### config.mk
export PLATFORM = sky130hd
export DESIGN_NAME = vn3_div
export DESIGN_NICKNAME = d
export VERILOG_FILES = /design/src/rtl/vn3_div.sv
export SDC_FILE = /design/constraint.sdc
export NUM_CORES = 2
export LEC_CHECK = 0
export ABC_AREA = 1
export BUFFER_PORTS_ARGS = -buffer_cell sky130_fd_sc_hd__buf_2
export CORE_MARGIN = 2
export CORE_UTILIZATION = 45
export DETAILED_ROUTE_END_ITERATION = 6
export PLACE_DENSITY = 0.6
export SYNTH_ARGS = -nofsm -noshare
export SYNTH_HDL_FRONTEND = slang
export SYNTH_SLANG_ARGS = --single-unit
### constraint.sdc
create_clock -name clk -period 3 [get_ports clk]
set_input_delay 0.45 -clock clk [delete_from_list [all_inputs] [get_ports clk]]
set_output_delay 0.45 -clock clk [all_outputs]
set_load 0.02 [all_outputs]
### src/rtl/vn3_div.sv
// Restoring divider, one quotient bit per stage. The remainder starts at
// rem0, which must be below den; the NW bits of num are shifted in.
module vn3_div #(
  parameter int NW = 31,
  parameter int DW = 16
) (
  input  logic          clk,
  input  logic          en,
  input  logic [NW-1:0] num,
  input  logic [DW-1:0] den,
  input  logic [DW-1:0] rem0,
  output logic [NW-1:0] quo,
  output logic [DW-1:0] rem
);

  logic [DW-1:0] rem_q [NW];
  logic [NW-1:0] nq_q  [NW];
  logic [DW-1:0] den_q [NW];

  logic [DW-1:0] rem_p [NW];
  logic [NW-1:0] nq_p  [NW];
  logic [DW-1:0] den_p [NW];
  logic [DW-1:0] rem_d [NW];
  logic [NW-1:0] nq_d  [NW];

  always_comb begin
    logic [DW:0] t;
    logic        ge;
    rem_p[0] = rem0;
    nq_p[0]  = num;
    den_p[0] = den;
    for (int i = 1; i < NW; i++) begin
      rem_p[i] = rem_q[i-1];
      nq_p[i]  = nq_q[i-1];
      den_p[i] = den_q[i-1];
    end
    for (int i = 0; i < NW; i++) begin
      t  = {rem_p[i], nq_p[i][NW-1]};
      ge = t >= {1'b0, den_p[i]};
      rem_d[i] = ge ? DW'(t - {1'b0, den_p[i]}) : t[DW-1:0];
      nq_d[i]  = {nq_p[i][NW-2:0], ge};
    end
  end

  always_ff @(posedge clk) begin
    if (en) begin
      for (int i = 0; i < NW; i++) begin
        rem_q[i] <= rem_d[i];
        nq_q[i]  <= nq_d[i];
        den_q[i] <= den_p[i];
      end
    end
  end

  assign quo = nq_q[NW-1];
  assign rem = rem_q[NW-1];

endmodule

== Word level (Yosys, flattened, before mapping) ==
Memory sizes are Yosys's and may differ from the RTL's.
Index checks and enable logic that the tools add are counted.
Storage, ports and cells
  bits in registers: 0
  RAM bits: 1953
  output and inout port bits: 47
  logic and storage cells: 98
  memories: 3
Operators by class
  add/sub/neg operators: 31
  $lt $le $gt $ge: 31
  mux-type cells: 33
Memory list
  nq_q: words 31, width 31, read ports 31, clocked after memory_dff 0, wr ports 31, RTL line 17  | logic [NW-1:0] nq_q [NW];
  den_q: words 31, width 16, read ports 30, clocked after memory_dff 0, wr ports 31, RTL line 18  | logic [DW-1:0] den_q [NW];
  rem_q: words 31, width 16, read ports 31, clocked after memory_dff 0, wr ports 31, RTL line 16  | logic [DW-1:0] rem_q [NW];
Operators with widths (count)
  17-bit by 16-bit >= comparator with 1-bit output: 31
  16-bit two-way mux: 31
  16-bit subtractor: 31
  1-bit two-way mux: 2

== Depth between registers and ports, before layout ==
  word-level depth: 2
  gate-level depth with buffers: 15

== Worst setup path after synthesis ==
No wires, ideal clock.
  path kind: input-to-reg
  start point: input den[12]
  end point: memory rem_q[0][5], data pin
  setup time: 0.252 ns
  arrival: 1.709 ns
  required time: 2.748 ns
  slack: 1.039 ns
  stages on the path: 12
  path buffers: 1
  cells stage by stage: inv_1 ha_1 nand2_1 inv_1 nand2_1 nand2_1 and2_1 nor2_4 nand2_4 buf_6 nand2_1 nand2_1
RTL lines
  from (decl): RTL line 10  | input logic [DW-1:0] den,
  to (decl): RTL line 16

==> results.md <==
- Clock sink count: 1937
- Critical Path AT: 3100 ps
- Grt total ovfl: 0
- Pint: 67.6 mW
- Post-route minimum period: 2510 ps
- Most common cell after layout, fill and taps aside: nand2_1
- GP Congestion: 0.935
- Mux cell area share after synthesis: 0
- Switching fraction of total power: 0.391
- Final Skew: 68.9 ps
- Row count: 173
- Worst Tran Pin Value: 934 ps
- DP Wirelength: 175 mm
- P&R area growth vs syn: 12.1%
- Pre-Repair DR Iteration Count: 6
- CORE AREA: 0.222 mm²
- Outcome: finished clean
- Worst skew pair latency: 870 ps
- Number of flops mapped to enable cells by yosys: 1937
- Final Hold Viols: 0
- Max layer used: met4
- Detailed-route vias per instance: 4.89
- Clock share of power: 0.241
- RSZ-0062 raised after global routing: false
- Power density cells: 990 mW/mm²
- Ratio of cells with drive above 1 in the final layout: 0.0659
- Compound-Gate Fraction of Synth Area: 0.0182
- Area of the multi-input gates: 0.0336 mm²
- Setup-failing EPs final: 0
- Largest family of logic cells by synthesized area: simple AND/OR/NAND/NOR gates
- Clk buf depth: 3
- Net switching power: 43.4 mW
- Met3 routed WL: 9.59 mm
- IO buf count: 111
- Final period utilization: 0.837
- Critical path class: register to register
- Initial DRC Count: 5221
- Setup slack at placement: 544 ps
- Post_cts resized: 0
- Pin count of the biggest net entering global routing: 143
- Synth top area cells: edfxtp_1 58%, nand2_1 14%, inv_1 7.3%
- Adder-Cell Fraction of Synth Area: 0.0683
- H-tree levels: 4
- Gate Count Post-Synth: 10500
- Peak VDD IR: 0.560 mV
- Critical Path Fanout Max: 17
- Post-synth net total: 11100
- FF+latch area: 0.0582 mm²
- Register area share after synthesis: 0.582
- Sequential group share of total power: 0.364
- Antenna violations before repair: 1
- Synth Area per Inst: 9.50 µm²
- Leak pwr: 53.2 nW
- Final WS setup: 488 ps
- GRT Overall Usage: 0.205
- Worst Setup SP: den_q[0][67]$_DFFE_PP_
- Root Buffer Master: clkbuf_16
- Post-CTS Repair Setup Buffers: 0
- Worst EP required: 3580 ps
- Total power: 111 mW
- Number of global-route vias before repair: 66400
- Synth Area in XOR/XNOR: 0.0166
- Async SR Flop Fraction: 0
- CP endpoint kind: register
- First-pass GRT wire length: 365 mm
- Leading area contributor after synthesis: edfxtp_1
- Post-synth top area share: 0.582
- CTS clk-pin slew, worst paths: 60 ps
- Hold_sp: en
- Netlist Area Pre-Place: 0.100 mm²
- Hold WC Path Type: input pin to register
- DRT Wirelength: 233 mm
- Vias: 68600
- Combinational share of power: 0.395
- Simple-gate share of the synthesized area: 0.233
- Die height: 475 µm
- Critical R2R Launch: den_q[0][67]$_DFFE_PP_
- Initial Util: 0.451
- Synth unique cells: 40
- Max-cap viol count: 0
- Yosys reg bits: 1937
- Io pins: 112
- Most used DFF post-synth: edfxtp_1
- Slew HR: 0.377
- Setup Total Neg Slack: 0 ps
- Fin nets: 11500
- WL met2: 110 mm
- Wl on met1: 107 mm
- Pins Over Slew Limit: 0
- Crit path launch type: register
- Peak Freq: 398 MHz
- Die width: 475 µm
- CTS tree: yes
- Die ar.: 0.226 mm²
- Filler cells: 20400
- Total CTS buffers: 204
- Antenna-violating nets left: 0
- Ys Warns: 0
- Most frequent cells in the layout: 3795 x nand2_1, 1937 x edfxtp_1, 1934 x inv_1
- Avg WL per Cell: 16.6 µm
- DRC viols: 0
sequential cells by signal, summed over array words and instances (netlist names):
| signal | count |
|---|---|
| rem_q | 496 |
| nq_q | 961 |
| den_q | 480 |
synthesized netlist by cell type (all sizes together) (29+ instances only):
library cell  instances
fa                   31
or2                  29
xor2                145
xnor2                44
inv                1951
nand3               806
and2                 30
nand2              3869
nand3b               76
nand4               126
ha                  496
buf                 103
a21oi               269
edfxtp             1937
nor2                432
nor3                 85
worst paths after layout:
kind                            slack, ps  cells past startpoint                     end
worst min-delay path                  190                      2    nq_q[1][5]$_DFFE_PP_
worst max-delay path                  490                     12  rem_q[0][94]$_DFFE_PP_
worst min register to register        350                      0  nq_q[0][245]$_DFFE_PP_
worst max register to register        490                     12  rem_q[0][94]$_DFFE_PP_
per-stage QoR:
stage | hold slack [ps] | area [µm²] | instances | utilization
floorplan | 400 | 100000 | 10500 | -
global placement | 400 | 104000 | 13600 | 0.470
detailed placement | 405 | 104000 | 13600 | 0.470
CTS | 111 | 112000 | 14000 | 0.506
global route | 136 | 112000 | 14000 | 0.506
finish | 186 | 112000 | 14000 | 0.506
area by class of cell:
type	instances	share of cell area
antenna	1	0.0000223
clock buffer	236	0.0468
clock inverter	144	0.0177
inverter	1951	0.0653
multi-input combinational	6523	0.300
sequential	1937	0.519
tap	2975	0.0332
timing repair buffer	261	0.0184
power by group through the flow:
| stage | Sequential (mW) | Clock (mW) | Combinational [mW] |
|---|---|---|---|
| 6_report | 40.4 | 26.7 | 43.8 |
| 3_3_place_gp | 40.9 | 0 | 43.1 |
| 5_1_grt | 40.8 | 28.6 | 50.1 |
| 3_5_place_dp | 40.9 | 0 | 43.4 |
| 2_1_floorplan | 39.3 | 0 | 32.8 |
| 4_1_cts | 40.4 | 27.6 | 43.6 |
worst max-delay path, stage by stage, from the launching register on:
cell and delay [ps]:
edfxtp_1 480, inv_1 80, ha_1 360, nand2_1 130, inv_1 50, nand2_1 70, nand3_1 80, nand2_1 100
nand3_2 90, nand2_2 330, nand2_4 230, nand2_1 170, nand2_1 90
layer usage:
layer,up-vias,global-route usage
met5,-,0
met4,0,0.0597
met3,352,0.0244
met2,1461,0.341
met1,32100,0.281
li1,34700,-
cells by family after synthesis:
kind of cell             after synthesis
AO/OA/AOI/OAI                        338
XOR/XNOR                             189
adder cells (fa/ha/maj)              527
AND/OR/NAND/NOR                     5469
buffers and inverters               2063
flip-flops                          1937
timing repair:
action	4_1_cts	5_1_grt
setup endpoints to repair	0	0
endpoints found under the hold margin	62	0
hold buffers	62	0
No activity file was read; power rests on OpenSTA's default activity.
